**src/rtl/core/base64_stream_decoder_core_defines.svh**
```systemverilog
// Assertion macros shared by the Base64 stream decoder RTL.
`ifndef BASE64_STREAM_DECODER_CORE_DEFINES_SVH
`define BASE64_STREAM_DECODER_CORE_DEFINES_SVH

// Same-cycle implication, sampled on clk_i, off while rst_ni is low
`define B64D_ASSERT_IMP(lbl, ante, cons, msg) \
  lbl: assert property (@(posedge clk_i) disable iff (!rst_ni) (ante) |-> (cons)) \
    else $error(msg);

// Next-cycle implication, sampled on clk_i, off while rst_ni is low
`define B64D_ASSERT_NXT(lbl, ante, cons, msg) \
  lbl: assert property (@(posedge clk_i) disable iff (!rst_ni) (ante) |=> (cons)) \
    else $error(msg);

`endif

```
**src/rtl/core/b64d_pkg.sv**
```systemverilog
// Types, constants and character decode functions for the Base64 stream decoder.
`timescale 1ns / 1ps
`default_nettype none
package b64d_pkg;

  // Report status codes
  typedef enum logic [1:0] {
    StOk      = 2'd0,
    StInvalid = 2'd1,
    StShort   = 2'd2
  } status_e;

  localparam logic [7:0] PadCode  = 8'h3D;
  localparam logic [7:0] PlusCode = 8'h2B;
  localparam logic [7:0] SlashCode = 8'h2F;
  localparam int unsigned GroupSize = 4;

  // Job queue between front and back
  localparam int unsigned JobQDepth = 4;
  localparam int unsigned JobQPtrW  = 2;

  // One closed group or end of text, as handed to the result sequencer
  typedef struct packed {
    logic [2:0][7:0] data;
    logic [1:0]      num_bytes;
    logic            report;
    status_e         status;
    logic [15:0]     total;
  } job_t;

  // True for A-Z, a-z, 0-9, '+' and '/'
  function automatic logic b64_valid(input logic [7:0] c);
    b64_valid = (c >= 8'h41 && c <= 8'h5A) || (c >= 8'h61 && c <= 8'h7A) ||
                (c >= 8'h30 && c <= 8'h39) || (c == PlusCode) || (c == SlashCode);
  endfunction

  // Six-bit value of a Base64 character; zero for anything else
  function automatic logic [5:0] b64_sextet(input logic [7:0] c);
    logic [7:0] v;
    v = 8'd0;
    if (c >= 8'h41 && c <= 8'h5A) v = c - 8'h41;
    else if (c >= 8'h61 && c <= 8'h7A) v = c - 8'h61 + 8'd26;
    else if (c >= 8'h30 && c <= 8'h39) v = c - 8'h30 + 8'd52;
    else if (c == PlusCode) v = 8'd62;
    else if (c == SlashCode) v = 8'd63;
    b64_sextet = v[5:0];
  endfunction

endpackage
`default_nettype wire

```
**src/rtl/core/b64d_front.sv**
```systemverilog
// Front end: takes characters, holds the open group, closes groups and builds jobs.
`timescale 1ns / 1ps
`default_nettype none
module b64d_front #(
  parameter int COUNT_WIDTH = 16
) (
  input  wire logic           clk_i,
  input  wire logic           rst_ni,
  input  wire logic           accept_i,
  input  wire logic [7:0]     char_code_i,
  input  wire logic           has_char_i,
  input  wire logic           end_of_text_i,
  output logic                job_push_o,
  output b64d_pkg::job_t      job_o
);
  import b64d_pkg::*;

  localparam int WideW = (COUNT_WIDTH > 16) ? COUNT_WIDTH : 16;

  logic [7:0]             held_q [3];
  logic [1:0]             grp_cnt_q, grp_cnt_d;
  status_e                err_q, err_d;
  logic [COUNT_WIDTH-1:0] byte_cnt_q, byte_cnt_d;

  logic                   has_eff, close4, do_close, short_grp, bad_char;
  logic [2:0]             grp_len, strip_len;
  logic [7:0]             g [GroupSize];
  logic [5:0]             s [GroupSize];
  logic [1:0]             nb;
  status_e                err_new;
  logic [COUNT_WIDTH:0]   sum;
  logic [COUNT_WIDTH-1:0] cnt_new;
  logic [WideW-1:0]       cnt_wide;
  logic [15:0]            total;

  // Group assembly: held characters first, the new one after them
  always_comb begin
    has_eff  = has_char_i && (err_q == StOk);
    close4   = has_eff && (grp_cnt_q == 2'd3);
    grp_len  = close4 ? 3'd4 : ({1'b0, grp_cnt_q} + {2'b0, has_eff});
    do_close = (err_q == StOk) && (close4 || (end_of_text_i && (grp_len != 3'd0)));
    for (int i = 0; i < 3; i++) begin
      g[i] = (2'(i) < grp_cnt_q) ? held_q[i] : char_code_i;
    end
    g[3] = char_code_i;
    for (int i = 0; i < GroupSize; i++) begin
      s[i] = b64_sextet(g[i]);
    end
  end

  // Strip trailing padding, then check length and characters
  always_comb begin
    strip_len = grp_len;
    for (int i = GroupSize - 1; i >= 0; i--) begin
      if ((strip_len == 3'(i + 1)) && (g[i] == PadCode)) strip_len = 3'(i);
    end
    short_grp = (strip_len < 3'd2);
    bad_char  = 1'b0;
    for (int i = 0; i < GroupSize; i++) begin
      if ((3'(i) < strip_len) && !b64_valid(g[i])) bad_char = 1'b1;
    end
    nb = (do_close && !short_grp && !bad_char) ? 2'(strip_len - 3'd1) : 2'd0;
    if (!do_close) err_new = err_q;
    else if (short_grp) err_new = StShort;
    else if (bad_char) err_new = StInvalid;
    else err_new = StOk;
  end

  // Saturating byte count and the 16-bit reported total
  always_comb begin
    sum      = {1'b0, byte_cnt_q} + (COUNT_WIDTH + 1)'(nb);
    cnt_new  = sum[COUNT_WIDTH] ? {COUNT_WIDTH{1'b1}} : sum[COUNT_WIDTH-1:0];
    cnt_wide = WideW'(cnt_new);
    total    = (cnt_wide > WideW'(16'hFFFF)) ? 16'hFFFF : cnt_wide[15:0];
  end

  // Job towards the back end
  always_comb begin
    job_o.data      = {s[2][1:0], s[3], s[1][3:0], s[2][5:2], s[0], s[1][5:4]};
    job_o.num_bytes = nb;
    job_o.report    = end_of_text_i;
    job_o.status    = err_new;
    job_o.total     = total;
    job_push_o      = accept_i && ((nb != 2'd0) || end_of_text_i);
  end

  // Next state; end of text starts a fresh one
  always_comb begin
    grp_cnt_d  = grp_cnt_q;
    err_d      = err_q;
    byte_cnt_d = byte_cnt_q;
    if (accept_i) begin
      if (end_of_text_i) begin
        grp_cnt_d  = 2'd0;
        err_d      = StOk;
        byte_cnt_d = '0;
      end else begin
        if (has_eff) grp_cnt_d = close4 ? 2'd0 : grp_cnt_q + 2'd1;
        err_d      = err_new;
        byte_cnt_d = cnt_new;
      end
    end
  end

  always_ff @(posedge clk_i or negedge rst_ni) begin
    if (!rst_ni) begin
      grp_cnt_q  <= 2'd0;
      err_q      <= StOk;
      byte_cnt_q <= '0;
    end else begin
      grp_cnt_q  <= grp_cnt_d;
      err_q      <= err_d;
      byte_cnt_q <= byte_cnt_d;
    end
  end

  // Held characters: payload, no reset
  always_ff @(posedge clk_i) begin
    if (accept_i && has_eff && (grp_cnt_q != 2'd3)) begin
      held_q[grp_cnt_q] <= char_code_i;
    end
  end

endmodule
`default_nettype wire

```
**src/rtl/core/b64d_queue.sv**
```systemverilog
// Short job queue between the front end and the result sequencer.
`timescale 1ns / 1ps
`default_nettype none
module b64d_queue (
  input  wire logic           clk_i,
  input  wire logic           rst_ni,
  input  wire logic           push_i,
  input  wire b64d_pkg::job_t push_job_i,
  output logic                full_o,
  input  wire logic           pop_i,
  output b64d_pkg::job_t      head_o,
  output logic                empty_o
);
  import b64d_pkg::*;

  job_t                mem_q [JobQDepth];
  logic [JobQPtrW-1:0] wr_ptr_q, rd_ptr_q;
  logic [JobQPtrW:0]   cnt_q, cnt_d;
  logic                do_push, do_pop;

  assign full_o  = (cnt_q == (JobQPtrW + 1)'(JobQDepth));
  assign empty_o = (cnt_q == '0);
  assign head_o  = mem_q[rd_ptr_q];
  assign do_push = push_i && !full_o;
  assign do_pop  = pop_i && !empty_o;

  // Occupancy
  always_comb begin
    cnt_d = cnt_q;
    if (do_push && !do_pop) cnt_d = cnt_q + 1'b1;
    else if (do_pop && !do_push) cnt_d = cnt_q - 1'b1;
  end

  always_ff @(posedge clk_i or negedge rst_ni) begin
    if (!rst_ni) begin
      wr_ptr_q <= '0;
      rd_ptr_q <= '0;
      cnt_q    <= '0;
    end else begin
      if (do_push) wr_ptr_q <= wr_ptr_q + 1'b1;
      if (do_pop) rd_ptr_q <= rd_ptr_q + 1'b1;
      cnt_q <= cnt_d;
    end
  end

  // Entries: payload, no reset
  always_ff @(posedge clk_i) begin
    if (do_push) mem_q[wr_ptr_q] <= push_job_i;
  end

endmodule
`default_nettype wire

```
**src/rtl/core/b64d_back.sv**
```systemverilog
// Back end: walks the head job and presents its bytes and report one beat at a time.
`timescale 1ns / 1ps
`default_nettype none
module b64d_back (
  input  wire logic           clk_i,
  input  wire logic           rst_ni,
  input  wire b64d_pkg::job_t head_i,
  input  wire logic           head_empty_i,
  output logic                release_o,
  input  wire logic           pop_i,
  output logic                kind_o,
  output logic [7:0]          data_byte_o,
  output logic [1:0]          status_o,
  output logic [15:0]         total_bytes_o,
  output logic                last_of_run_o
);
  import b64d_pkg::*;

  logic [1:0] idx_q, idx_d;
  logic       is_byte, take;

  // Byte beats first, then the report if the job has one
  always_comb begin
    is_byte = (idx_q < head_i.num_bytes);
    if (is_byte) begin
      kind_o        = 1'b0;
      data_byte_o   = head_i.data[idx_q];
      status_o      = StOk;
      total_bytes_o = 16'd0;
      last_of_run_o = (idx_q == head_i.num_bytes - 2'd1) && !head_i.report;
    end else begin
      kind_o        = 1'b1;
      data_byte_o   = 8'd0;
      status_o      = head_i.status;
      total_bytes_o = head_i.total;
      last_of_run_o = 1'b1;
    end
  end

  assign take      = pop_i && !head_empty_i;
  assign release_o = take && last_of_run_o;

  always_comb begin
    idx_d = idx_q;
    if (release_o) idx_d = 2'd0;
    else if (take) idx_d = idx_q + 2'd1;
  end

  always_ff @(posedge clk_i or negedge rst_ni) begin
    if (!rst_ni) begin
      idx_q <= 2'd0;
    end else begin
      idx_q <= idx_d;
    end
  end

endmodule
`default_nettype wire

```
**src/rtl/core/base64_stream_decoder_core.sv**
```systemverilog
// Base64 stream decoder: top level joining front end, job queue and result sequencer.
//
// Usage
//   Input channel: one beat per character (char_code_i, has_char_i, end_of_text_i),
//   taken at a clock edge with push high and full low. A beat with end_of_text_i
//   set closes any partial group and asks for the end-of-text report.
//   Result channel: queue-like; while empty is low the oldest result sits on the
//   result ports and is taken at an edge with pop high. Data bytes come with
//   kind_o low, the report with kind_o high; last_of_run_o marks the final result
//   caused by one input beat.
//   Each result's job is registered in the job queue and shown once older jobs drain.
//   Throughput: one input beat per cycle while the four-entry job queue has room;
//   the result port moves one beat per cycle while pop is high, and an input beat
//   can cause up to four results, which hold the output until all are taken.
//   Receiver stall: jobs gather in the queue; full rises when it holds four and
//   input is held off until a job drains. Nothing is dropped.
//   Reset: clears the open group, error status, byte count and queue; the first
//   beat after reset starts a new text.
`timescale 1ns / 1ps
`default_nettype none
`include "base64_stream_decoder_core_defines.svh"
module base64_stream_decoder_core #(
  parameter int COUNT_WIDTH = 16
) (
  input  wire logic        clk_i,
  input  wire logic        rst_ni,
  input  wire logic        push,
  output logic             full,
  input  wire logic [7:0]  char_code_i,
  input  wire logic        has_char_i,
  input  wire logic        end_of_text_i,
  output logic             empty,
  input  wire logic        pop,
  output logic             kind_o,
  output logic [7:0]       data_byte_o,
  output logic [1:0]       status_o,
  output logic [15:0]      total_bytes_o,
  output logic             last_of_run_o
);
  import b64d_pkg::*;

  logic accept, job_push, job_release;
  job_t job, head;

  assign accept = push && !full;

  b64d_front #(
    .COUNT_WIDTH(COUNT_WIDTH)
  ) u_front (
    .clk_i        (clk_i),
    .rst_ni       (rst_ni),
    .accept_i     (accept),
    .char_code_i  (char_code_i),
    .has_char_i   (has_char_i),
    .end_of_text_i(end_of_text_i),
    .job_push_o   (job_push),
    .job_o        (job)
  );

  b64d_queue u_queue (
    .clk_i     (clk_i),
    .rst_ni    (rst_ni),
    .push_i    (job_push),
    .push_job_i(job),
    .full_o    (full),
    .pop_i     (job_release),
    .head_o    (head),
    .empty_o   (empty)
  );

  b64d_back u_back (
    .clk_i        (clk_i),
    .rst_ni       (rst_ni),
    .head_i       (head),
    .head_empty_i (empty),
    .release_o    (job_release),
    .pop_i        (pop),
    .kind_o       (kind_o),
    .data_byte_o  (data_byte_o),
    .status_o     (status_o),
    .total_bytes_o(total_bytes_o),
    .last_of_run_o(last_of_run_o)
  );

  // Checks on the result sequencing
  `B64D_ASSERT_IMP(a_report_is_last, !empty && kind_o, last_of_run_o, "report not last of run")
  `B64D_ASSERT_IMP(a_byte_fields_clear, !empty && !kind_o, (status_o == StOk) && (total_bytes_o == 16'd0), "data beat carries report fields")
  `B64D_ASSERT_IMP(a_full_not_empty, full, !empty, "queue full and empty together")
  `B64D_ASSERT_NXT(a_push_fills, job_push && !full, !empty, "queued job not visible")

endmodule
`default_nettype wire

```
**config.mk**
```make
export PLATFORM = sky130hd
export DESIGN_NAME = base64_stream_decoder_core
export DESIGN_NICKNAME = d
export VERILOG_FILES = /design/src/rtl/core/b64d_pkg.sv /design/src/rtl/core/b64d_front.sv /design/src/rtl/core/b64d_queue.sv /design/src/rtl/core/b64d_back.sv /design/src/rtl/core/base64_stream_decoder_core.sv
export VERILOG_INCLUDE_DIRS = /design/src /design/src/rtl/core
export SDC_FILE = /design/constraint.sdc
export NUM_CORES = 1
export LEC_CHECK = 0
export BUFFER_PORTS_ARGS = -buffer_cell sky130_fd_sc_hd__buf_2
export CAP_MARGIN = 25
export CORE_ASPECT_RATIO = 1.75
export CORE_MARGIN = 4
export CORE_UTILIZATION = 35
export DETAILED_ROUTE_END_ITERATION = 8
export PLACE_DENSITY = 0.53
export SLEW_MARGIN = 20
export SYNTH_ARGS = -nofsm -noshare
export SYNTH_HDL_FRONTEND = slang
export SYNTH_SLANG_ARGS = --single-unit
export TNS_END_PERCENT = 50
```
**constraint.sdc**
```tcl
create_clock -name clk_i -period 14.22 [get_ports clk_i]
set_input_delay 1.422 -clock clk_i [delete_from_list [all_inputs] [get_ports clk_i]]
set_output_delay 1.422 -clock clk_i [all_outputs]
set_load 0.05 [all_outputs]
```
## Word level (Yosys, flattened, before mapping)

Memory sizes are Yosys's and may differ from the RTL's.
Cells that the tools add are included.

- Memories: 2
- Flip-flop bits (word level): 29
- Output and inout bits: 30
- Input port bits: 14
- Memory bits (writable): 204
- Word-level logic and storage cells: 226

- Reduce and logical (&&, ||, !) cells: 74
- $lt $le $gt $ge: 35
- Equality and inequality tests: 20
- $add $sub $neg: 30
- Mux-type cells: 58

Memories:

| name | words | width | rd ports | clocked after Yosys merged registers in | wr ports | RTL line | text |
|---|---|---|---|---|---|---|---|
| u_queue.mem_q | 4 | 45 | 1 | 0 | 1 | b64d_queue.sv:16 | `job_t mem_q [JobQDepth];` |
| u_front.held_q | 3 | 8 | 3 | 0 | 1 | b64d_front.sv:20 | `logic [7:0] held_q [3];` |

Operators by type and width:

| kind | count |
|---|---|
| $mux 6 | 20 |
| $eq 8x6->1 const B | 12 |
| $ge 8x7->1 const B | 8 |
| $le 8x7->1 const B | 8 |
| $mux 16 | 4 |
| $sub 6x6->6 const B | 8 |
| $mux 8 | 5 |
| $logic_and 1x1->1 | 37 |
| $ge 8x6->1 const B | 4 |
| $le 8x6->1 const B | 4 |
| $add 6x5->6 const B | 4 |
| $add 6x6->6 const B | 4 |
| $sub 6x1->6 const B | 4 |
| $mux 3 | 7 |
| $mux 2 | 10 |
| $logic_or 1x1->1 | 18 |
| $add 16x2->17 | 1 |
| $bmux 8 s2 | 1 |
| $gt 16x16->1 const B | 1 |
| $logic_not 1->1 | 11 |
| $mux 1 | 11 |
| $add 2x1->2 const B | 4 |
| $reduce_bool 2->1 | 4 |
| $eq 3x2->1 const B | 2 |
| other kinds (20) | 25 |

## Longest topological paths before layout

- Depth in word-level cells: 33
- Gate-level depth with buffers: 28

## Hierarchy

A second synthesis with hierarchy kept.

- Cells, all modules: 939
- Area total of the unflattened synthesis: 12,384.4 um^2

By module, submodules not included:

| module | instances | sequential area each (um^2) | area an instance (um^2) | cells an instance |
|---|---|---|---|---|
| b64d_queue | 1 | 5,580.4 | 6,939.2 | 271 |
| b64d_front | 1 | 1,221.2 | 4,911.0 | 591 |
| b64d_back | 1 | 50.0 | 520.5 | 76 |
| base64_stream_decoder_core | 1 | 0.0 | 13.8 | 1 |

## Worst setup path before layout

No wires, ideal clock.

- Kind: input-to-reg
- Start: input port char_code_i[3]
- End: memory u_queue.mem_q[0][2] in the netlist's numbering, data pin
- Arrival: 5.859 ns
- Cell stages on the path: 21
- Setup time: 0.201 ns
- Slack: 8.160 ns
- Required time: 14.019 ns
- Cells stage by stage: buf_1 mux2i_1 inv_1 ha_1 nor2b_1 o21ai_0 a21boi_0 o21a_1 a311o_1 nor3_4 o21a_1 ha_1 inv_1 fa_1 and4b_1 and3_1 nand3_1 or3_1 buf_2 clkbuf_1 o21ai_0

RTL lines:

| element | RTL line | text |
|---|---|---|
| start, declared | base64_stream_decoder_core.sv:29 | `input wire logic [7:0] char_code_i,` |
| end, declared | b64d_queue.sv:16 |  |

==> key figures <==
Status
  • Run status: completed

Setup path
  • CP max-delay cell: or3_1
  • Startpoint Class: flop
  • FF-to-FF End: u_queue.mem_q[1][13]
  • CP top delay family: simple AND/OR/NAND/NOR gates
  • WS Path Type: flop to flop
  • Crit-path max cell delay: 790 ps
  • Critical-path cell list: buf_4, inv_1, ha_1, mux2i_1, inv_1, ha_1, a21oi_1, o311ai_2, o21a_1, a311o_1, nor3_4, o21a_1, ha_1, inv_1, fa_1, and4b_1, and3_1, nand3_1, or3_1, o21ai_0
  • R2R depth: 20
  • RR Startpoint: u_front.grp_cnt_q[1]
  • Crit end category: flop
  • Flop-to-flop setup slack: 7240 ps
  • WP data required: 14480 ps
  • Buf/Inv on CP: 4
  • Worst-path maximum fanout: 27
  • Worst Path Arrival: 7250 ps
  • WP depth: 20

Pwr
  • Max VDD drop: 0.0715 mV
  • Clk pwr share: 0.226
  • Leak: 0.00499 µW
  • Combinational fraction of design power: 0.417
  • Power Density: 188 nW/µm²
  • Sw power: 1020 µW
  • Internal power: 1550 µW
  • Share of total power in sequential cells: 0.357
  • Switching share of power: 0.397

Placement
  • Final Wtd Congestion: 0.895
  • Post-place instance area: 13000 µm²
  • IO Port Bufs: 43
  • Detailed placement HPWL: 20800 µm

Floorplan
  • Die H: 255 µm
  • Die Wd: 149 µm
  • Initial Utilization: 0.354
  • Core area: 34600 µm²
  • Io pins: 44
  • FP Rows: 90
  • Die area: 38200 µm²

Routing
  • Via Count: 7708
  • DRT antenna net count: 0
  • Via/cell ratio: 5.36
  • Routed wire length per instance: 20.9 µm
  • Residual DRC: 0
  • Final wirelength: 30000 µm
  • DR iter-0 viols: 379
  • DRT Pass-1 Iters: 5

Job
  • Max Cap Viol: 0

Timing
  • Slew HR: 0.314
  • Slew Viols, Final: 0
  • Setup TNS: 0 ps
  • Period Utilization, post-route: 0.491
  • Unrepaired setup endpoints after global routing: no
  • Final setup fails: 0
  • Final Critical Period: 6980 ps
  • Fin. Hold Viols: 0
  • FMAX: 143 MHz
  • Worst slew pin tran: 1020 ps
  • Final Hold Slack: 498 ps
  • Final Skew: 21.7 ps

Hold path
  • HP Start: u_queue.cnt_q[2]
  • Hold/Removal Path Class: flop to flop
  • WHS Endpoint: u_queue.cnt_q[2]
  • Worst Hold Depth: 1

Final layout
  • Synthesis-to-layout area growth: 11.6%
  • Nets: 1022
  • Reg area: 6860 µm²
  • Area of the multi-input gates: 5030 µm²
  • Number of fill cells in the layout: 3279
  • Fraction of layout cells with a size suffix above 1: 0.185
  • Design area: 13700 µm²
  • Number of antenna diodes: 0

Clocking
  • Num CTS Buffers: 22
  • Post_cts resized: 0
  • Clock Latency Late Sink: 530 ps
  • Worst-path clk slew: 70 ps
  • # H-tree levels: 1
  • Clock sinks: 233
  • Post-CTS Setup Bufs: 0
  • Clock Tree Buf Depth: 3
  • CTS Hold Bufs: 0
  • Root Buffer: clkbuf_16
  • CTS tree: yes

Synth
  • Unique cell type count in the Yosys netlist: 97
  • Ys async rst share: 0.124
  • Synth Cell Area: 12200 µm²
  • Warnings, synthesis: 0
  • Syn Area/Cell: 13.2 µm²
  • Synth Net Count: 986
  • Seq/Total Area, Yosys: 0.559
  • Post-synth EDFFs: 204
  • Synth Register Bits: 233
  • Post-Syn Instances: 927
  • Synth Flop Type: edfxtp_1

Global route
  • Initial antenna violation count: 1
  • GRT Total Usage: 0.156
  • Largest net degree at the start of global routing: 46
  • Global-route wire length before repair: 46600 µm
  • Vias in the first global route: 8077
  • GRT overflow: 0
[state kept, by name, summed over array words and instances, names as in the netlist]
name                flops
u_queue.wr_ptr_q        2
u_queue.mem_q         180
u_front.err_q           2
u_queue.cnt_q           3
u_front.held_q         24
u_front.grp_cnt_q       2
u_front.byte_cnt_q     16
u_back.idx_q            2
u_queue.rd_ptr_q        2
[worst register-to-register path: stages, from the launching register on]
cell      delay, ps
dfrtp_1         360
buf_4           210
inv_1           160
ha_1            700
mux2i_1         600
inv_1           180
ha_1            330
a21oi_1         180
o311ai_2        220
o21a_1          260
a311o_1         400
nor3_4          290
o21a_1          250
ha_1            200
inv_1            60
fa_1            420
and4b_1         340
and3_1          250
nand3_1         170
or3_1           790
o21ai_0         380
[cells in the mapped netlist, types with 5 or more instances]
| cell type | instances | share of area |
|---|---|---|
| o22a_1 | 6 | 0.0043 |
| nand4_1 | 6 | 0.0031 |
| a31oi_1 | 10 | 0.0051 |
| buf_1 | 6 | 0.0018 |
| a211oi_1 | 7 | 0.0043 |
| a22o_1 | 8 | 0.0057 |
| nor2_1 | 42 | 0.013 |
| o21ai_0 | 33 | 0.013 |
| o211ai_1 | 5 | 0.0031 |
| mux2_2 | 8 | 0.0074 |
| buf_2 | 17 | 0.0069 |
| nor3b_1 | 8 | 0.0049 |
| xnor2_1 | 19 | 0.014 |
| a21oi_1 | 59 | 0.024 |
| xor2_1 | 8 | 0.0057 |
| nand2b_1 | 8 | 0.0041 |
| edfxtp_1 | 204 | 0.50 |
| nor3_1 | 13 | 0.0053 |
| nand2_1 | 59 | 0.018 |
| or3_1 | 6 | 0.0031 |
| inv_1 | 46 | 0.014 |
| dfrtp_1 | 29 | 0.059 |
| nor2b_1 | 27 | 0.014 |
| mux4_2 | 45 | 0.083 |
| ha_1 | 43 | 0.044 |
| clkbuf_1 | 17 | 0.0052 |
| nand3_1 | 16 | 0.0065 |
| o22ai_1 | 12 | 0.0061 |
| mux2i_1 | 22 | 0.018 |
| o21a_1 | 5 | 0.0031 |
| and2_1 | 20 | 0.010 |
[layer usage]
metal | vias to the layer above | global-route usage | wire length, µm
met3 | 46 | 0.0183 | 942
met5 | - | 0 | 13
met1 | 3875 | 0.174 | 11400
met2 | 152 | 0.301 | 16800
met4 | 2 | 0.0550 | 935
li1 | 3633 | - | -
[power by group through the flow]
stage	combinational [µW]	clock, µW	sequential, µW
detailed placement	1090	0	940
floorplan	847	0	887
finish	1070	581	920
global route	1160	628	933
CTS	1090	601	925
global placement	1080	0	938
[cell families (layout without fill, tap and decap cells)]
logic type / after synthesis / count (layout) / share of synthesized area
AO/OA/AOI/OAI: 206 / 206 / 0.119
XOR/XNOR: 27 / 27 / 0.0193
adder cells (fa/ha/maj): 45 / 45 / 0.0472
buffers and inverters: 93 / 145 / 0.0324
flip-flops: 233 / 233 / 0.559
multiplexers: 80 / 80 / 0.115
AND/OR/NAND/NOR: 243 / 243 / 0.109
[through the flow]
stage                     std cells  power, µW   util  setup slack, ps
after floorplan                 927       1730      -             8160
after CTS                      1439       2620  0.396             7190
final                          1439       2570  0.396             7240
after global routing           1439       2720  0.396             6620
after global placement         1399       2020  0.375             7070
after detailed placement       1399       2030  0.375             7020
[worst max path at each step]
stage,to,from
after floorplan,u_queue.mem_q[0][2],char_code_i[3]
after global placement,u_front.byte_cnt_q[13],char_code_i[0]
after detailed placement,u_front.byte_cnt_q[13],char_code_i[0]
after CTS,u_queue.mem_q[0][13],u_front.grp_cnt_q[1]
after global routing,u_front.byte_cnt_q[13],u_front.grp_cnt_q[1]
final,u_queue.mem_q[1][13],u_front.grp_cnt_q[1]
[cell usage in the layout (no fill, tap or decap), drive strengths merged, types with 5 or more instances in the layout]
cell type / count
edfxtp: 204
nand2: 59
a21oi: 59
buf: 57
inv: 52
mux4: 45
nor2: 44
ha: 43
o21ai: 34
clkbuf: 30
dfrtp: 29
nor2b: 27
mux2i: 26
and2: 20
xnor2: 19
nand3: 16
nor3: 15
o22ai: 13
a31oi: 11
nor3b: 9
mux2: 9
a22o: 8
nand2b: 8
xor2: 8
a211oi: 8
or3: 6
nand4: 6
o22a: 6
o211ai: 6
o21a: 5
or2: 5
o311ai: 5
clkinv: 5
[layout make-up]
type | instances | area share
Clock buffer | 30 | 0.0447
Clock inverter | 10 | 0.00714
Inverter | 48 | 0.0132
Multi-Input combinational cell | 601 | 0.368
Sequential cell | 233 | 0.501
Tap cell | 460 | 0.0421
Timing Repair Buffer | 57 | 0.0234
Note: power is estimated with default switching activity, not from simulation.
